## src/rtl/ncad_pkg.sv

```systemverilog
// Shared types and constants for the nearest-centroid assignment block.
// Used by ncad_cell and nearest_centroid_assign; depends on nothing.
package ncad_pkg;

    localparam int MAX_CENTROIDS = 16;
    localparam int MAX_DIMS      = 16;
    localparam int COORD_BITS    = 16;
    localparam int DIST_BITS     = 40;
    localparam int SQ_BITS       = 2 * (COORD_BITS + 1);
    localparam int IDX_BITS      = 4;
    localparam int DIM_BITS      = 4;
    localparam int CNT_BITS      = 5;
    localparam int CFG_IDX_BITS  = 1;

    localparam logic [DIST_BITS-1:0] DIST_MAX = {DIST_BITS{1'b1}};

    // Configuration register indexes
    localparam logic [CFG_IDX_BITS-1:0] REG_ACTIVE_CENTROIDS = 1'b0;
    localparam logic [CFG_IDX_BITS-1:0] REG_ACTIVE_DIMS      = 1'b1;

    localparam logic [CNT_BITS-1:0] CNT_RESET = CNT_BITS'(16);

    // Point coordinate travelling down the cell chain with the running best
    typedef struct packed {
        logic                         valid;
        logic signed [COORD_BITS-1:0] coord;
        logic [DIM_BITS-1:0]          dim;
        logic                         clr;
        logic                         res;
        logic                         fin;
        logic [IDX_BITS-1:0]          best_idx;
        logic [DIST_BITS-1:0]         best_dist;
    } t_tok;

    // Centroid coordinate write into one cell
    typedef struct packed {
        logic                         we;
        logic [DIM_BITS-1:0]          dim;
        logic signed [COORD_BITS-1:0] value;
    } t_load;

    // Clamp a register value to 1..maxv
    function automatic logic [CNT_BITS-1:0] clamp_count(input logic [CNT_BITS-1:0] v,
                                                        input logic [CNT_BITS-1:0] maxv);
        logic [CNT_BITS-1:0] r;
        if (v == '0) begin
            r = CNT_BITS'(1);
        end else if (v > maxv) begin
            r = maxv;
        end else begin
            r = v;
        end
        return r;
    endfunction

endpackage

```

## src/rtl/ncad_cell.sv

```systemverilog
// One centroid cell: its coordinates, its distance accumulator and one step
// of the running minimum. Depends on ncad_pkg.
module ncad_cell (
    input  logic                               i_clk,
    input  logic                               i_rst_n,
    input  logic [ncad_pkg::IDX_BITS-1:0]      i_cell_idx,
    input  logic                               i_active,
    input  ncad_pkg::t_load                    i_load,
    input  ncad_pkg::t_tok                     i_tok,
    output ncad_pkg::t_tok                     o_tok
);

    logic signed [ncad_pkg::COORD_BITS-1:0] r_coord [ncad_pkg::MAX_DIMS];
    logic [ncad_pkg::DIST_BITS-1:0]         r_acc, n_acc;
    logic [ncad_pkg::SQ_BITS-1:0]           r_sq;
    ncad_pkg::t_tok                         r_tok, r_out, n_out;

    logic signed [ncad_pkg::COORD_BITS:0]   w_diff;
    logic signed [ncad_pkg::SQ_BITS-1:0]    w_sq;
    logic [ncad_pkg::DIST_BITS-1:0]         w_base, w_sat;
    logic [ncad_pkg::DIST_BITS:0]           w_sum;

    // Coordinate store, written in load mode
    always_ff @(posedge i_clk) begin
        if (i_load.we) begin
            r_coord[i_load.dim] <= i_load.value;
        end
    end

    // Stage one: squared difference
    assign w_diff = {i_tok.coord[ncad_pkg::COORD_BITS-1], i_tok.coord}
                  - {r_coord[i_tok.dim][ncad_pkg::COORD_BITS-1], r_coord[i_tok.dim]};
    assign w_sq   = w_diff * w_diff;

    always_ff @(posedge i_clk) begin
        r_sq <= ncad_pkg::SQ_BITS'(w_sq);
    end

    // Stage two: accumulate with saturation, then compare with the best so far
    always_comb begin
        w_base = r_tok.clr ? '0 : r_acc;
        w_sum  = {1'b0, w_base} + (ncad_pkg::DIST_BITS+1)'(r_sq);
        w_sat  = w_sum[ncad_pkg::DIST_BITS] ? ncad_pkg::DIST_MAX
                                            : w_sum[ncad_pkg::DIST_BITS-1:0];
        n_acc  = r_acc;
        n_out  = r_tok;
        if (r_tok.valid) begin
            n_acc = i_active ? w_sat : w_base;
            if (i_active && (w_sat < r_tok.best_dist)) begin
                n_out.best_dist = w_sat;
                n_out.best_idx  = i_cell_idx;
            end
        end
    end

    // Advance the item and the accumulator through this cell's registers
    always_ff @(posedge i_clk) begin
        if (!i_rst_n) begin
            r_tok.valid <= 1'b0;
            r_out.valid <= 1'b0;
            r_acc       <= '0;
        end else begin
            r_tok <= i_tok;
            r_out <= n_out;
            r_acc <= n_acc;
        end
    end

    assign o_tok = r_out;

endmodule

```

## config.mk

```make
export PLATFORM = sky130hd
export DESIGN_NAME = ncad_cell
export DESIGN_NICKNAME = d
export VERILOG_FILES = /design/src/rtl/ncad_pkg.sv /design/src/rtl/ncad_cell.sv
export SDC_FILE = /design/constraint.sdc
export NUM_CORES = 1
export LEC_CHECK = 0
export ABC_CLOCK_PERIOD_IN_PS = 13700
export BUFFER_PORTS_ARGS = -buffer_cell sky130_fd_sc_hd__clkbuf_2
export CAP_MARGIN = 20
export CORE_MARGIN = 3
export CORE_UTILIZATION = 45
export CTS_BUF_LIST = sky130_fd_sc_hd__clkbuf_8 sky130_fd_sc_hd__clkbuf_16
export CTS_CLUSTER_SIZE = 16
export DETAILED_ROUTE_END_ITERATION = 10
export GPL_TIMING_DRIVEN = 0
export SLEW_MARGIN = 20
export SYNTH_ARGS = -nofsm -noshare
export SYNTH_HDL_FRONTEND = slang
export SYNTH_SLANG_ARGS = --single-unit
```

## constraint.sdc

```tcl
create_clock -name i_clk -period 13.7 [get_ports i_clk]
set_clock_uncertainty 0.15 [all_clocks]
set_input_delay 2.055 -clock i_clk [delete_from_list [all_inputs] [get_ports i_clk]]
set_output_delay 2.055 -clock i_clk [all_outputs]
set_load 0.05 [all_outputs]
```

# ---- Word-level counts from Yosys, hierarchy flattened
# Memories as Yosys holds them, arrays and structs flattened.
# Cells that the tools add are included.
dict set report totals {
  mem_bits_rw 256
  input_bits 96
  word_cells 31
  output_inout_bits 68
  n_memories 1
  regBits 210
}
dict set report classes {
  n_mul 1
  addsub 2
  reduce_logical 1
  n_lt_le_gt_ge 1
  n_mux 7
}
# memory depth word_bits read_ports rd_clocked_by_memory_dff wr line
set mem_list {}
lappend mem_list {r_coord 16 16 1 0 1 ncad_cell.sv:13} ;# logic signed [ncad_pkg::COORD_BITS-1:0] r_coord [ncad_pkg::MAX_DIMS];
# op n
set ops {}
lappend ops {{40-bit two-way mux} 3}
lappend ops {{44-bit two-way mux} 2}
lappend ops {{40-bit by 34-bit adder with 41-bit output} 1}
lappend ops {{40-bit less-than comparator} 1}
lappend ops {{17-bit by 17-bit multiplier with 34-bit output} 1}
lappend ops {{16-bit by 16-bit subtractor with 17-bit output} 1}
lappend ops {{1-bit two-way mux} 2}
lappend ops {{1-bit logical AND} 1}

# ---- Depth between registers and ports, before layout
dict set report logic_depth {
  depth_word 7
  depth_mapped 39
}

# ---- Worst setup path after synthesis
# OpenSTA, ideal clock, no wires.
dict set report synth_timing {
  kind {in2reg}
  from {input i_tok[47] in the netlist's numbering}
  to {register r_sq[30] in the netlist's numbering}
  t_required_ps 13478
  arrival_time_ps 11645
  stages 37
  path_slack_ps 1833
  path_cell_list {clkbuf_1 -> buf_1 -> mux4_2 -> mux4_2 -> ha_1 -> inv_1 -> fa_1 -> a211oi_1 -> o21bai_1 -> a31o_2 -> a311oi_1 -> or3_1 -> a21oi_1 -> o31a_1 -> clkbuf_1 -> clkbuf_1 -> nor2_1 -> fa_1 -> inv_1 -> fa_1 -> inv_1 -> fa_1 -> fa_1 -> fa_1 -> inv_1 -> fa_1 -> inv_1 -> ha_1 -> and4_1 -> a31oi_1 -> a21bo_2 -> a21oi_1 -> o21ai_0 -> a221o_1 -> a31o_2 -> a21oi_1 -> xnor2_1}
}
dict set report synth_via {
  elab_chain_cells 3
}
# item line
set synth_lines {}
lappend synth_lines {{start, declared} ncad_cell.sv:9} ;# input ncad_pkg::t_tok i_tok,
lappend synth_lines {{memory 16 x 16 bit} -}
lappend synth_lines {{16-bit by 16-bit subtractor with 17-bit output} ncad_cell.sv:32} ;# - {r_coord[i_tok.dim][ncad_pkg::COORD_BITS-1], r_coord[i_tok.dim]};
lappend synth_lines {{17-bit by 17-bit multiplier with 34-bit output} ncad_cell.sv:33} ;# assign w_sq = w_diff * w_diff;
lappend synth_lines {{net w_sq, one bit} ncad_cell.sv:19} ;# logic signed [ncad_pkg::SQ_BITS-1:0] w_sq;
lappend synth_lines {{end signal, assigned} ncad_cell.sv:36} ;# r_sq <= ncad_pkg::SQ_BITS'(w_sq);
lappend synth_lines {{end, declared} ncad_cell.sv:15} ;# logic [ncad_pkg::SQ_BITS-1:0] r_sq;
# The timed path passes the listed nets, and every way through them passes these cells.
# A chain may end at the register's enable or synchronous reset.

# ---- Worst setup path in the final report
dict set report layout_timing {
  from {input i_tok[48] in the netlist's numbering}
  to {register r_sq[30] in the netlist's numbering}
}
# The elaborated chain is that of the path after synthesis.

==> impl_metrics.toml <==
[global_routing]
grt_antenna_before_repair = 0
gr-total-overflow = 0
grt_pass1_vias = 20655
grt_max_degree = 89
grtUsageTotal_pct = 20.9
grt_pass1_wl_um = 115000

[critical_path]
critPathCaptureType = "flop"
worstReg2RegStart = "r_coord[3][1]"
cpMostUsedCell = "fa_1"
rrSetupSlack_ns = 2.76
rr_worst_depth = 33
slowest_delay_ns = 0.73
critPathKind = "in2reg"
crit_required_ns = 14.06
crit_path_top_delay_cell = "xor2_1"
crit_path_start_kind = "input port"
rr_endpoint = "r_sq[30]"
critPathArrivalTime_ns = 13.31
cp_top_family = "adder cells"
worst-path-buf-inv = 9
crit_fanout = 10

[finish]
fillers = 5694
diodes = 0
areaGrowthSynthToFinish_pct = 12.7
drive_gt1_share_pct = 15.4
finish.utilization_pct = 51.6
num-nets-final = 3208

[run]
drv_cap = 0

[die]
placementRows = 94
coreArea_um2 = 66200
die-height_um = 266
dieArea_um2 = 70500
ios = 164
initial_utilization_pct = 45.8
die_w_um = 266

[drt]
drtIter0Drc = 1216
ant_nets = 0
dr_total_vias = 19180
wl_per_cell_um = 20.1
firstDrtPassIters = 5
drt-total-wl_um = 71700
vias_per_cell = 5.37
remaining_drc_errors = 0

[clocking]
post_cts.repair.setup_buffers = 0
cts_buffer_depth = 3
htree_levels = 2
cts-root-buf = "clkbuf_16"
cts_tree = "yes"
cts_buffers = 51
clk_latency_ns = 0.61
path_clk_slew_ns = 0.06
ctsHoldBuffers = 0
cts_num_sinks = 465

[timing]
hold_violations = 0
fmax_mhz = 77.2
finalMaxSlewViolations = 0
finalSetupViolations = 0
finalCriticalPeriod_ns = 12.96
worstMarginPinSlew_ns = 1.14
rsz0062_at_grt = "false"
relSlewSlack_pct = 24.0
fin_crit_sh_pct = 94.6

[worst_hold_path]
min_from = "n_out[63]"
hold_class = "reg2reg"
hold_path_end = "o_tok[63]"
hold_depth = 0

[yosys]
syn_nets = 2983
syn_inst = 2443
synth_seq_cells = 465
synth.area.top_cells = "edfxtp_1, fa_1, ha_1"
synth_top_flop_cell = "edfxtp_1"
synth_top_area_cell = "edfxtp_1"
yosysTopAreaCellShare_pct = 38.6
async_flop_share_pct = 0
synth_area_um2 = 30300
ys_warn_count = 0
yosysSeqAreaShare_pct = 43.6
synthDistinctLibCells = 82
postSynthAreaPerCell_um2 = 12.4
synth_edf_count = 390

[placed_design]
place_congestion = 0.868
port-buffer-count = 163
dp_hpwl_um = 54700

[outcome]
outcome = "finished, final reports clean"
==> per-layer routing <==
layer	part of all wire [%]	vias to the layer above	global-route usage (%)
li1	-	8852	-
met1	44	9686	29.1
met2	48	536	34.6
met3	5.8	106	3.24
met4	2.4	0	5.44
met5	0	-	0
==> repair_timing <==
item	CTS	global route
endpoints found under the setup margin	2	7
gates cloned	0	0
gates resized for setup	1	13
==> synthesized netlist by cell type (all sizes together) (56+ instances only) <==
master / number
a21oi: 97
clkbuf: 56
dfxtp: 75
edfxtp: 390
fa: 271
ha: 173
inv: 403
mux4: 80
nand2: 160
nor2: 157
nor2b: 71
o21ai: 58
==> final cells by class <==
type	count	area [µm²]	area share [%]
Inverter	407	1530	4.47
Multi-Input combinational cell	1489	15300	44.8
Sequential cell	465	13200	38.7
Buffer	81	394	1.15
Tap cell	864	1080	3.16
Clock buffer	53	1320	3.85
Clock inverter	42	373	1.09
Timing Repair Buffer	173	938	2.75
==> worst max-delay path by stage <==
stage | depth (start not counted) | endpoint | from
floorplan | 37 | r_sq[30] | i_tok[47]
global placement | 36 | r_sq[30] | i_tok[47]
detailed placement | 37 | r_sq[30] | i_tok[47]
CTS | 36 | r_sq[30] | i_tok[47]
global route | 38 | r_sq[30] | i_tok[48]
finish | 36 | r_sq[30] | i_tok[48]
==> registers in the layout, summed over array words and instances (netlist names) <==
| register | flops |
|---|---|
| r_tok | 44 |
| n_out | 24 |
| r_sq | 33 |
| r_acc | 40 |
| o_tok | 68 |
| r_coord | 256 |
==> worst reg2reg max path: cells and delay by family (launching register included) <==
family / cells / cell delay [ns]
xor gates and xnor gates: 2 / 0.91
and+or+nand+nor: 4 / 0.79
adders and majority gates: 8 / 3.57
muxes: 2 / 1.00
AOI/OAI and AO/OA: 11 / 3.05
DFF: 1 / 0.40
buffers and inverters: 6 / 0.99
==> stage by stage <==
step | hold WS (ns) | cells | setup TNS, ns | worst slack, ns | instance area, µm²
after floorplan | 0.250 | 2443 | 0 | 1.83 | 30300
after global placement | 0.250 | 3470 | -7.54 | -1.11 | 32200
after detailed placement | 0.255 | 3480 | -3.64 | -0.833 | 32500
after CTS | 0.268 | 3575 | 0 | 0.0163 | 34100
after global routing | 0.273 | 3574 | 0 | 0.212 | 34200
final | 0.265 | 3574 | 0 | 0.745 | 34200
==> layout by cell type (no fill, tap or decap), types with 37 or more instances in the layout <==
master / n
clkbuf_16: 52
nor2b_1: 71
a21oi_1: 94
fa_1: 270
clkbuf_1: 51
dfxtp_1: 75
edfxtp_1: 390
inv_1: 416
nand2_1: 160
ha_1: 173
nor2_1: 145
a21o_1: 37
o21ai_0: 54
mux4_2: 80
clkbuf_2: 173
xnor2_1: 52
==> logic make-up after synthesis <==
family                     Yosys count  synth area share (%)
buffers and inverters              489                  6.31
DFF                                465                  43.6
AOI/OAI and AO/OA                  345                  7.99
adders and majority gates          444                  25.0
and+or+nand+nor                    527                  8.26
muxes                               97                  6.61
xor gates and xnor gates            76                  2.20
Power is left out: the tool's default activity adds up to more than one toggle a clock period on the data nets, which glitch-free logic cannot reach.
